`config.mk`:
```
export PLATFORM = sky130hd
export DESIGN_NAME = char_lcd_terminal_scroller_unit
export DESIGN_NICKNAME = d
export VERILOG_FILES = /design/src/rtl/clts_pkg.sv /design/src/rtl/char_lcd_terminal_scroller_unit.sv /design/src/rtl/clts_ctrl.sv /design/src/rtl/clts_dpath.sv
export VERILOG_INCLUDE_DIRS = /design/src /design/src/rtl
export SDC_FILE = /design/constraint.sdc
export NUM_CORES = 1
export LEC_CHECK = 0
export BUFFER_PORTS_ARGS = -buffer_cell sky130_fd_sc_hd__clkbuf_2
export CORE_MARGIN = 3
export CORE_UTILIZATION = 55
export CTS_CLUSTER_SIZE = 10
export DETAILED_ROUTE_END_ITERATION = 10
export HOLD_SLACK_MARGIN = 0.12
export PLACE_DENSITY = 0.77
export SLEW_MARGIN = 30
export SYNTH_ARGS = -nofsm -noshare
export SYNTH_HDL_FRONTEND = slang
export SYNTH_SLANG_ARGS = --single-unit
```
`constraint.sdc`:
```
create_clock -name clk -period 14.2 [get_ports clk]
set_input_delay 2.84 -clock clk [delete_from_list [all_inputs] [get_ports clk]]
set_output_delay 2.84 -clock clk [all_outputs]
set_load 0.01 [all_outputs]
```
`src/rtl/char_lcd_terminal_scroller_unit_assert.svh`:
```
// assertion macros shared by the character lcd terminal rtl
// expects clk and arst_n in the scope of each use; NO_ASSERTIONS removes them
`ifndef CHAR_LCD_TERMINAL_SCROLLER_UNIT_ASSERT_SVH
`define CHAR_LCD_TERMINAL_SCROLLER_UNIT_ASSERT_SVH
`ifndef NO_ASSERTIONS
`define CLTS_ASSERT_IMPL(label, ante, cons, msg) \
	label: assert property (@(posedge clk) disable iff (!arst_n) (ante) |-> (cons)) \
		else $error(msg);
`define CLTS_ASSERT_NEXT(label, ante, cons, msg) \
	label: assert property (@(posedge clk) disable iff (!arst_n) (ante) |=> (cons)) \
		else $error(msg);
`else
`define CLTS_ASSERT_IMPL(label, ante, cons, msg)
`define CLTS_ASSERT_NEXT(label, ante, cons, msg)
`endif
`endif

```
`src/rtl/clts_pkg.sv`:
```
// shared constants and controller/datapath interface types
// for the character lcd terminal; no dependencies
package clts_pkg;

	localparam int COLUMNS   = 16;
	localparam int ROWS      = 2;
	localparam int RAM_DEPTH = 128;

	localparam int ADDR_W     = $clog2(RAM_DEPTH);
	localparam int COL_W      = $clog2(COLUMNS + 1);
	localparam int ROW_W      = (ROWS == 1) ? 1 : $clog2(2 * ROWS);
	localparam int ROW_MAX    = 2 * ROWS - 1;
	localparam int X_W        = (COLUMNS == 1) ? 1 : $clog2(COLUMNS);
	localparam int Y_W        = $clog2(ROWS + 1);
	localparam int SUM_W      = ROW_W + 2;
	localparam int NUM_LINES  = 4;
	localparam int LINE_IDX_W = 2;
	localparam int CFG_IDX_W  = 8;
	localparam int BYTE_W     = 8;

	localparam logic [BYTE_W-1:0] SPACE_CHAR   = 8'h20;
	localparam logic [BYTE_W-1:0] CMD_CLEAR    = 8'h01;
	localparam logic [BYTE_W-1:0] CMD_SET_ADDR = 8'h80;
	localparam logic [BYTE_W-1:0] NEWLINE_CHAR = 8'h0A;

	localparam logic [ADDR_W-1:0] LINE_START_RST [NUM_LINES] = '{7'd0, 7'd64, 7'd20, 7'd84};

	typedef enum logic [1:0] {
		OUT_SETADDR,
		OUT_CLEAR,
		OUT_COPY,
		OUT_CHAR
	} out_sel_t;

	typedef enum logic [1:0] {
		LS_ROW,
		LS_Y,
		LS_SRC,
		LS_LAST
	} line_sel_t;

	typedef struct packed {
		logic      cap_char;
		logic      adv;
		logic      home;
		logic      emit;
		out_sel_t  sel;
		logic      last;
		line_sel_t line_sel;
		logic      clr_all;
		logic      rd_en;
		logic      blank_wr;
		logic      y_clr;
		logic      y_inc;
		logic      x_clr;
		logic      x_inc;
	} ctrl_cmd_t;

	typedef struct packed {
		logic is_nl;
		logic col_full;
		logic row_below;
		logic row_far;
		logic y_done;
		logic copy_row;
		logic x_last;
		logic out_free;
	} dp_sts_t;

endpackage

```
`src/rtl/char_lcd_terminal_scroller_unit.sv`:
```
// top level of the character lcd terminal: controller plus datapath
// depends on clts_pkg, clts_ctrl and clts_dpath
//
// Takes one character per request and produces the LCD bytes that show it on a
// ROWS x COLUMNS terminal. One character is handled at a time. The request is
// accepted in an idle cycle. A printable character that wraps to the next row,
// and a newline, first send the set address of that row unless it lies below
// the screen. A character may also lead to a clear of the whole screen or to a
// scroll. A scroll clears the display and then recopies each kept row from the
// shadow display RAM. Each copied byte is a registered read and then the write.
// Each dropped row is blanked in the shadow RAM. Every output stall holds the
// sequence. The shadow RAM reads as spaces after reset, with no clearing pass.
// Line start registers 0 to 3 are written over the cfg port, which is always
// ready.

module char_lcd_terminal_scroller_unit (
	input  logic                           clk,
	input  logic                           arst_n,
	input  logic                           char_valid,
	output logic                           char_stall,
	input  logic [clts_pkg::BYTE_W-1:0]    char_code,
	output logic                           lcd_valid,
	input  logic                           lcd_stall,
	output logic                           reg_select,
	output logic [clts_pkg::BYTE_W-1:0]    lcd_byte,
	output logic                           long_wait,
	output logic                           last,
	input  logic                           cfg_valid,
	output logic                           cfg_ready,
	input  logic [clts_pkg::CFG_IDX_W-1:0] cfg_index,
	input  logic [clts_pkg::ADDR_W-1:0]    cfg_data
);

	clts_pkg::ctrl_cmd_t cmd;
	clts_pkg::dp_sts_t   sts;

	assign cfg_ready = 1'b1;

	clts_ctrl u_ctrl (
		.clk        (clk),
		.arst_n     (arst_n),
		.char_valid (char_valid),
		.char_stall (char_stall),
		.sts        (sts),
		.cmd        (cmd)
	);

	clts_dpath u_dpath (
		.clk        (clk),
		.arst_n     (arst_n),
		.cmd        (cmd),
		.sts        (sts),
		.char_code  (char_code),
		.cfg_valid  (cfg_valid),
		.cfg_index  (cfg_index),
		.cfg_data   (cfg_data),
		.lcd_stall  (lcd_stall),
		.lcd_valid  (lcd_valid),
		.reg_select (reg_select),
		.lcd_byte   (lcd_byte),
		.long_wait  (long_wait),
		.last       (last)
	);

endmodule

```
`src/rtl/clts_ctrl.sv`:
```
// sequencing state machine for the character lcd terminal
// depends on clts_pkg and the assertion macro header
`include "char_lcd_terminal_scroller_unit_assert.svh"

module clts_ctrl (
	input  logic                clk,
	input  logic                arst_n,
	input  logic                char_valid,
	output logic                char_stall,
	input  clts_pkg::dp_sts_t   sts,
	output clts_pkg::ctrl_cmd_t cmd
);

	typedef enum logic [3:0] {
		S_IDLE,
		S_START,
		S_ADV,
		S_ADV_SET,
		S_CHECK,
		S_CLR_FULL,
		S_SC_CLEAR,
		S_SC_ROW,
		S_SC_SET,
		S_SC_RD,
		S_SC_WR,
		S_SC_BLANK,
		S_SET_LAST,
		S_WRITE
	} state_t;

	state_t state_q;
	state_t state_d;

	always_comb begin
		cmd        = '0;
		state_d    = state_q;
		char_stall = (state_q != S_IDLE);
		case (state_q)
			S_IDLE: begin
				if (char_valid) begin
					cmd.cap_char = 1'b1;
					state_d      = S_START;
				end
			end
			S_START: begin
				state_d = (sts.is_nl || sts.col_full) ? S_ADV : S_CHECK;
			end
			S_ADV: begin
				cmd.adv = 1'b1;
				state_d = S_ADV_SET;
			end
			S_ADV_SET: begin
				cmd.line_sel = clts_pkg::LS_ROW;
				if (sts.row_below) begin
					state_d = sts.is_nl ? S_IDLE : S_CHECK;
				end else if (sts.out_free) begin
					cmd.emit = 1'b1;
					cmd.sel  = clts_pkg::OUT_SETADDR;
					cmd.last = sts.is_nl;
					state_d  = sts.is_nl ? S_IDLE : S_CHECK;
				end
			end
			S_CHECK: begin
				if (sts.row_far) begin
					state_d = S_CLR_FULL;
				end else if (sts.row_below) begin
					state_d = S_SC_CLEAR;
				end else begin
					state_d = S_WRITE;
				end
			end
			S_CLR_FULL: begin
				if (sts.out_free) begin
					cmd.emit    = 1'b1;
					cmd.sel     = clts_pkg::OUT_CLEAR;
					cmd.clr_all = 1'b1;
					state_d     = S_SET_LAST;
				end
			end
			S_SC_CLEAR: begin
				if (sts.out_free) begin
					cmd.emit  = 1'b1;
					cmd.sel   = clts_pkg::OUT_CLEAR;
					cmd.y_clr = 1'b1;
					state_d   = S_SC_ROW;
				end
			end
			S_SC_ROW: begin
				if (sts.y_done) begin
					state_d = S_SET_LAST;
				end else if (sts.copy_row) begin
					state_d = S_SC_SET;
				end else begin
					cmd.x_clr = 1'b1;
					state_d   = S_SC_BLANK;
				end
			end
			S_SC_SET: begin
				cmd.line_sel = clts_pkg::LS_Y;
				if (sts.out_free) begin
					cmd.emit  = 1'b1;
					cmd.sel   = clts_pkg::OUT_SETADDR;
					cmd.x_clr = 1'b1;
					state_d   = S_SC_RD;
				end
			end
			S_SC_RD: begin
				cmd.line_sel = clts_pkg::LS_SRC;
				cmd.rd_en    = 1'b1;
				state_d      = S_SC_WR;
			end
			S_SC_WR: begin
				if (sts.out_free) begin
					cmd.emit = 1'b1;
					cmd.sel  = clts_pkg::OUT_COPY;
					if (sts.x_last) begin
						cmd.y_inc = 1'b1;
						state_d   = S_SC_ROW;
					end else begin
						cmd.x_inc = 1'b1;
						state_d   = S_SC_RD;
					end
				end
			end
			S_SC_BLANK: begin
				cmd.line_sel = clts_pkg::LS_Y;
				cmd.blank_wr = 1'b1;
				if (sts.x_last) begin
					cmd.y_inc = 1'b1;
					state_d   = S_SC_ROW;
				end else begin
					cmd.x_inc = 1'b1;
				end
			end
			S_SET_LAST: begin
				cmd.line_sel = clts_pkg::LS_LAST;
				if (sts.out_free) begin
					cmd.emit = 1'b1;
					cmd.sel  = clts_pkg::OUT_SETADDR;
					cmd.home = 1'b1;
					state_d  = S_WRITE;
				end
			end
			S_WRITE: begin
				if (sts.out_free) begin
					cmd.emit = 1'b1;
					cmd.sel  = clts_pkg::OUT_CHAR;
					cmd.last = 1'b1;
					state_d  = S_IDLE;
				end
			end
			default: begin
				state_d = S_IDLE;
			end
		endcase
	end

	always_ff @(posedge clk or negedge arst_n) begin
		if (!arst_n) begin
			state_q <= S_IDLE;
		end else begin
			state_q <= state_d;
		end
	end

	`CLTS_ASSERT_IMPL(a_emit_needs_room, cmd.emit, sts.out_free, "byte pushed into a full output register")
	`CLTS_ASSERT_NEXT(a_read_then_copy, cmd.rd_en, state_q == S_SC_WR, "shadow read not followed by its copy")

endmodule

```
`src/rtl/clts_dpath.sv`:
```
// datapath: cursor, write address, line starts, shadow ram and output register
// depends on clts_pkg and the assertion macro header
`include "char_lcd_terminal_scroller_unit_assert.svh"

module clts_dpath (
	input  logic                                clk,
	input  logic                                arst_n,
	input  clts_pkg::ctrl_cmd_t                 cmd,
	output clts_pkg::dp_sts_t                   sts,
	input  logic [clts_pkg::BYTE_W-1:0]         char_code,
	input  logic                                cfg_valid,
	input  logic [clts_pkg::CFG_IDX_W-1:0]      cfg_index,
	input  logic [clts_pkg::ADDR_W-1:0]         cfg_data,
	input  logic                                lcd_stall,
	output logic                                lcd_valid,
	output logic                                reg_select,
	output logic [clts_pkg::BYTE_W-1:0]         lcd_byte,
	output logic                                long_wait,
	output logic                                last
);

	logic [clts_pkg::BYTE_W-1:0]     char_q;
	logic [clts_pkg::COL_W-1:0]      col_q;
	logic [clts_pkg::ROW_W-1:0]      row_q;
	logic [clts_pkg::ADDR_W-1:0]     waddr_q;
	logic [clts_pkg::X_W-1:0]        x_q;
	logic [clts_pkg::Y_W-1:0]        y_q;
	logic [clts_pkg::ADDR_W-1:0]     ls_q [clts_pkg::NUM_LINES];

	logic [clts_pkg::BYTE_W-1:0]     shadow_q [clts_pkg::RAM_DEPTH];
	logic [clts_pkg::RAM_DEPTH-1:0]  vbits_q;
	logic [clts_pkg::BYTE_W-1:0]     rd_data_q;
	logic                            rd_vld_q;

	logic                            out_vld_q;
	logic                            rs_q;
	logic [clts_pkg::BYTE_W-1:0]     byte_q;
	logic                            long_q;
	logic                            last_q;

	logic [clts_pkg::LINE_IDX_W-1:0] src_row;
	logic [clts_pkg::LINE_IDX_W-1:0] line_idx;
	logic [clts_pkg::ADDR_W-1:0]     ls_cur;
	logic [clts_pkg::ADDR_W-1:0]     addr_x;
	logic [clts_pkg::SUM_W-1:0]      row_sum;
	logic                            emit_rs;
	logic [clts_pkg::BYTE_W-1:0]     emit_byte;
	logic                            emit_long;
	logic                            mem_we;
	logic [clts_pkg::ADDR_W-1:0]     mem_waddr;
	logic [clts_pkg::BYTE_W-1:0]     mem_wdata;
	logic                            data_emit;

	// y + row + 1 - ROWS is the source row of a scroll copy
	assign row_sum = clts_pkg::SUM_W'(y_q) + clts_pkg::SUM_W'(row_q) + clts_pkg::SUM_W'(1);
	assign src_row = clts_pkg::LINE_IDX_W'(row_sum - clts_pkg::SUM_W'(clts_pkg::ROWS));

	always_comb begin
		case (cmd.line_sel)
			clts_pkg::LS_ROW:  line_idx = clts_pkg::LINE_IDX_W'(row_q);
			clts_pkg::LS_Y:    line_idx = clts_pkg::LINE_IDX_W'(y_q);
			clts_pkg::LS_SRC:  line_idx = src_row;
			clts_pkg::LS_LAST: line_idx = clts_pkg::LINE_IDX_W'(clts_pkg::ROWS - 1);
			default:           line_idx = clts_pkg::LINE_IDX_W'(row_q);
		endcase
	end

	assign ls_cur = ls_q[line_idx];
	assign addr_x = ls_cur + clts_pkg::ADDR_W'(x_q);

	always_comb begin
		emit_rs   = 1'b0;
		emit_byte = clts_pkg::CMD_CLEAR;
		emit_long = 1'b0;
		case (cmd.sel)
			clts_pkg::OUT_SETADDR: begin
				emit_byte = clts_pkg::CMD_SET_ADDR | {1'b0, ls_cur};
			end
			clts_pkg::OUT_CLEAR: begin
				emit_byte = clts_pkg::CMD_CLEAR;
				emit_long = 1'b1;
			end
			clts_pkg::OUT_COPY: begin
				emit_rs   = 1'b1;
				emit_byte = rd_vld_q ? rd_data_q : clts_pkg::SPACE_CHAR;
			end
			clts_pkg::OUT_CHAR: begin
				emit_rs   = 1'b1;
				emit_byte = char_q;
			end
			default: begin
				emit_long = 1'b1;
			end
		endcase
	end

	assign data_emit = cmd.emit && (cmd.sel == clts_pkg::OUT_COPY || cmd.sel == clts_pkg::OUT_CHAR);
	assign mem_we    = data_emit || cmd.blank_wr;
	assign mem_waddr = cmd.blank_wr ? addr_x : waddr_q;
	assign mem_wdata = cmd.blank_wr ? clts_pkg::SPACE_CHAR : emit_byte;

	// shadow ram, one write and one registered read port
	always_ff @(posedge clk) begin
		if (mem_we) begin
			shadow_q[mem_waddr] <= mem_wdata;
		end
		if (cmd.rd_en) begin
			rd_data_q <= shadow_q[addr_x];
			rd_vld_q  <= vbits_q[addr_x];
		end
	end

	// entries not written since reset or clear read as spaces
	always_ff @(posedge clk or negedge arst_n) begin
		if (!arst_n) begin
			vbits_q <= '0;
		end else if (cmd.clr_all) begin
			vbits_q <= '0;
		end else if (mem_we) begin
			vbits_q[mem_waddr] <= 1'b1;
		end
	end

	always_ff @(posedge clk) begin
		if (cmd.cap_char) begin
			char_q <= char_code;
		end
	end

	always_ff @(posedge clk or negedge arst_n) begin
		if (!arst_n) begin
			for (int i = 0; i < clts_pkg::NUM_LINES; i++) begin
				ls_q[i] <= clts_pkg::LINE_START_RST[i];
			end
		end else if (cfg_valid && cfg_index < clts_pkg::CFG_IDX_W'(clts_pkg::NUM_LINES)) begin
			ls_q[cfg_index[clts_pkg::LINE_IDX_W-1:0]] <= cfg_data;
		end
	end

	always_ff @(posedge clk or negedge arst_n) begin
		if (!arst_n) begin
			col_q   <= '0;
			row_q   <= '0;
			waddr_q <= '0;
			x_q     <= '0;
			y_q     <= '0;
		end else begin
			if (cmd.adv) begin
				col_q <= '0;
				if (row_q != clts_pkg::ROW_W'(clts_pkg::ROW_MAX)) begin
					row_q <= row_q + clts_pkg::ROW_W'(1);
				end
			end else if (cmd.home) begin
				col_q <= '0;
				row_q <= clts_pkg::ROW_W'(clts_pkg::ROWS - 1);
			end else if (cmd.emit && cmd.sel == clts_pkg::OUT_CHAR) begin
				col_q <= col_q + clts_pkg::COL_W'(1);
			end
			if (cmd.emit && cmd.sel == clts_pkg::OUT_SETADDR) begin
				waddr_q <= ls_cur;
			end else if (data_emit) begin
				waddr_q <= waddr_q + clts_pkg::ADDR_W'(1);
			end
			if (cmd.x_clr) begin
				x_q <= '0;
			end else if (cmd.x_inc) begin
				x_q <= x_q + clts_pkg::X_W'(1);
			end
			if (cmd.y_clr) begin
				y_q <= '0;
			end else if (cmd.y_inc) begin
				y_q <= y_q + clts_pkg::Y_W'(1);
			end
		end
	end

	// output register
	always_ff @(posedge clk or negedge arst_n) begin
		if (!arst_n) begin
			out_vld_q <= 1'b0;
		end else if (cmd.emit) begin
			out_vld_q <= 1'b1;
		end else if (!lcd_stall) begin
			out_vld_q <= 1'b0;
		end
	end

	always_ff @(posedge clk) begin
		if (cmd.emit) begin
			rs_q   <= emit_rs;
			byte_q <= emit_byte;
			long_q <= emit_long;
			last_q <= cmd.last;
		end
	end

	assign lcd_valid  = out_vld_q;
	assign reg_select = rs_q;
	assign lcd_byte   = byte_q;
	assign long_wait  = long_q;
	assign last       = last_q;

	always_comb begin
		sts.is_nl     = (char_q == clts_pkg::NEWLINE_CHAR);
		sts.col_full  = (col_q >= clts_pkg::COL_W'(clts_pkg::COLUMNS));
		sts.row_below = (row_q >= clts_pkg::ROW_W'(clts_pkg::ROWS));
		sts.row_far   = (row_q >= clts_pkg::ROW_W'(clts_pkg::ROW_MAX));
		sts.y_done    = (y_q == clts_pkg::Y_W'(clts_pkg::ROWS));
		sts.copy_row  = (row_sum < clts_pkg::SUM_W'(2 * clts_pkg::ROWS));
		sts.x_last    = (x_q == clts_pkg::X_W'(clts_pkg::COLUMNS - 1));
		sts.out_free  = !out_vld_q || !lcd_stall;
	end

	`CLTS_ASSERT_IMPL(a_last_is_data_or_addr, out_vld_q && last_q && !rs_q, byte_q[7], "final command byte is not a set address")
	`CLTS_ASSERT_IMPL(a_long_only_on_clear, out_vld_q && long_q, !rs_q && byte_q == clts_pkg::CMD_CLEAR, "long wait on a byte other than clear")

endmodule
```
==> impl_summary.md <==
Run status
The flow ran to the end, and the final reports show no timing, DRC or antenna violations.

STA
For the final routed database, the setup TNS stands at 0 ps. The smallest clock period supported by the final layout is computed as 7790 ps. At the pin with the least slew margin, the transition time is 1060 ps. The number of pins exceeding their max-slew limit in the final report is 0. The worst setup slack after layout is roughly 6400 ps.

Hold is met by about 480 ps. Setup repair after global routing left no endpoint under its margin. Setup violations remaining at the end of the flow were counted as 0. Between clock sinks in the finished design, the worst skew comes to approximately 34 ps. The final critical path takes up a little over half of the cycle. The headroom to the max-slew limit is 29.2%.

Static timing analysis puts the maximum clock frequency at approximately 130 MHz. The number of endpoints with negative hold slack in the final report is 0.

Floorplan
The floorplan step set the die width to approximately 310 µm. The region available for standard cell placement spans 89300 µm². The floorplan has between 100 and 150 rows. The number of primary I/O pins is 42.

The die is approximately 310 µm tall. The area of the die is about 95000 µm². The starting density of the core is roughly 56%.

Finish
The area added between synthesis and finish is 11.7%. The fill cell total of the finished layout is roughly 5700. The multi-input combinational cells in the finished layout cover a total of 13400 µm². The layout cell share with drive strength beyond 1 is between 20% and 30%. At the end of the flow the core is filled with cells to a little over three fifths. The total number of nets in the final design is between 2000 and 3000. The sequential cells in the finished layout cover a total of about 36000 µm².

Logic synthesis
In this run, synthesis inferred between 1000 and 1500 flip-flops with an integrated enable. The commonest cells after synthesis are edfxtp_1 (1052), mux4_2 (358), dfrtp_1 (175). The area share of the largest cell type after synthesis is a little over three fifths. Synthesis instantiated between 70 and 80 different standard cells from the library. The share of flip-flops with an asynchronous set or reset after synthesis is between 10% and 20%.

The synthesized instance count is 2548. The sequential fraction of the synthesis area is slightly above 70%. The mean post-synth cell area is roughly 20 µm². By instance count, the leading cell after synthesis is edfxtp_1.

The total of flip-flops plus latches after synthesis is 1233. By area the synthesized netlist is led by edfxtp_1 (63%), mux4_2 (16%), dfrtp_1 (8.8%), o21a_1 (1.5%), nor2_1 (1.1%). The net count after synthesis is approximately 2600. The warning count from the yosys run is 0. The most common flop cell mapped by yosys is edfxtp_1. Summed over all instances, the cell type with the most area after synthesis is edfxtp_1. In this run the cell area of the synthesized design comes to ~50000 µm².

Worst setup path
Of all nets on the critical path, the largest fanout is around 110. The critical path goes through inv_1, ha_1, inv_1, fa_1, nand2b_1, a211oi_4, a311o_1, mux2i_1, a21oi_1, ha_4, fa_4, buf_12, buf_16, mux4_2, mux4_2, mux2_2, o211ai_1, o21ai_0. Grouping stages by cell kind, the critical path spends the most delay in adder cells. The worst-path cell with the longest stage delay is fa_4. The number of buffers and inverters on the critical path is 4. The startpoint type of the worst setup path is a flip-flop.

The data arrival time of the critical path is ~8200 ps. The critical path in this run is classified as flip-flop to flip-flop. On the worst path, the slowest cell contributes a delay of 1340 ps. The worst endpoint required time is approximately 15000 ps. The element type at the critical path end is a flip-flop.

CTS
In this run the clock root is driven by a clkbuf_16. Gates resized during post-CTS repair numbered 0. The clock tree from TritonCTS is yes. For the worst-skew pair, the clock arrives at the later sink with an insertion delay of between 700 and 800 ps. The H-tree was split into 4 levels. The post-CTS setup repair buffer count is 0. After clock tree synthesis, the clock-pin slew on the worst setup and hold paths is roughly 60 ps. The clock buffer count from CTS is 142.

CTS saw roughly 1200 sinks. Counting along the longest clock path gives a buffer depth of 3. After clock tree synthesis, the flow added hold-fix buffers numbering 0.

Hold path
The worst hold path belongs to the class flip-flop to flip-flop.

Placed design
The post-DP HPWL is 68700 µm. The post-placement worst setup slack is between 6000 and 7000 ps. The congestion estimate from routability-driven global placement came to between 0.8 and 0.9.

The number of I/O port buffers is 40.

Route
Once detail routing completed, the nets flagged for antenna violations numbered 0. For this run, the detailed router's first-pass iteration total came to 5. The final routed DRC violation total is 0. The routed length per instance is 30.1 µm. The violation count after the first detailed-routing iteration is between 3000 and 4000. Using the TritonRoute via totals, the vias-per-cell ratio works out to 6.68.

The routed layout has roughly 26000 vias. The routed wire length is between 100000 and 150000 µm.

Global routing
The initial antenna violation count is 3. The global-route usage over all layers is 25.5%. The total congestion overflow is 0. The wire length of the first global-routing pass is 178000 µm. The number of global-route vias before repair was around 27000. The largest net degree at the start of global routing is ~130.

Job
Across the run, the number of max-cap violations was 0.
==> stage by stage <==
stage	std cells	instance area, µm²
final	3886	55900
after global routing	3884	55900
after CTS	3882	55700
after detailed placement	3647	51600
after global placement	3645	51500
after floorplan	2548	50000
==> per-layer routing <==
layer / up-vias / wire, µm / track usage [%] / share of wire (%)
met5: - / 15 / 0 / 0.013
met4: 2 / 4400 / 9.78 / 3.8
met3: 248 / 11100 / 5.61 / 9.5
met2: 1566 / 57400 / 40.8 / 49
met1: 13600 / 44200 / 34.8 / 38
li1: 10500 / - / - / -
==> flip-flops by register name (all words and copies together), names as in the netlist, 4 cells and up <==
signal / flops
u_dpath.shadow_q: 1024
u_dpath.vbits_q: 128
u_dpath.ls_q: 28
u_dpath.char_q: 8
u_dpath.lcd_byte: 8
u_dpath.rd_data_q: 8
u_dpath.waddr_q: 7
u_dpath.col_q: 5
u_ctrl.state_q: 4
u_dpath.x_q: 4
==> layout by cell type (no fill, tap or decap), types with 6 or more instances in the layout <==
master / netlist / routed
nand2_1: 116 / 116
xnor2_1: 12 / 11
nand4_1: 6 / 6
o21ai_1: 7 / 7
buf_4: 11 / 36
mux2_2: 45 / 45
dfrtp_1: 175 / 174
ha_1: 13 / 12
nor2_4: 8 / 10
or3_1: 6 / 6
inv_1: 15 / 15
o21ai_0: 70 / 70
clkbuf_16: 0 / 143
and2_1: 12 / 8
edfxtp_1: 1052 / 1052
mux4_2: 358 / 358
a211oi_1: 6 / 6
nand3_1: 31 / 30
dfstp_2: 6 / 6
o21a_1: 99 / 99
nand2b_1: 13 / 12
clkbuf_2: 0 / 39
o211ai_1: 19 / 19
nor2_1: 141 / 94
mux2i_1: 36 / 35
a21oi_1: 26 / 24
buf_6: 7 / 6
clkbuf_1: 89 / 75
nor3_1: 13 / 13
nor2_2: 16 / 61
==> worst register-to-register path, delay by kind of cell (launching register included) <==
family                   cells  cell delay (ps)
flip-flops                   1              430
AND/OR/NAND/NOR              1              190
adder cells (fa/ha/maj)      4             2180
AO/OA/AOI/OAI                5             1810
multiplexers                 4             1770
buffers and inverters        4             1130
==> final timing paths <==
check,startpoint,to,slack [ps],cells after the start
worst min register to register,u_dpath.vbits_q[111],u_dpath.vbits_q[111],480,2
min in group asynchronous,arst_n,u_dpath.col_q[4],2130,1
worst min-delay path,u_dpath.vbits_q[111],u_dpath.vbits_q[111],480,2
worst max register to register,u_dpath.row_q[0],u_dpath.rd_vld_q,6410,18
max in group asynchronous,arst_n,u_dpath.vbits_q[29],10760,2
worst max-delay path,u_dpath.row_q[0],u_dpath.rd_vld_q,6410,18
==> cells by family (layout without fill, tap and decap cells) <==
| kind of cell | count (synthesis) | after routing | share of synthesized area (%) |
|---|---|---|---|
| DFF | 1233 | 1233 | 72.2 |
| muxes | 440 | 440 | 17.9 |
| and+or+nand+nor | 392 | 392 | 3.67 |
| AOI/OAI and AO/OA | 281 | 281 | 3.98 |
| buffers and inverters | 168 | 339 | 1.50 |
| xor gates and xnor gates | 18 | 18 | 0.330 |
| adders and majority gates | 15 | 15 | 0.405 |
| other | 1 | 3 | 0.00750 |
==> area by class of cell <==
class | instances | share of cell area, %
Sequential cell | 1233 | 64.7
Antenna cell | 2 | 0.00896
Tap cell | 1165 | 2.61
Inverter | 16 | 0.108
Timing Repair Buffer | 88 | 1.25
Multi-Input combinational cell | 1147 | 23.9
Clock inverter | 16 | 0.495
Clock buffer | 219 | 6.93
Power is not shown: default switching activity piles up to over one toggle a cycle in this logic, so the estimate is an artifact.
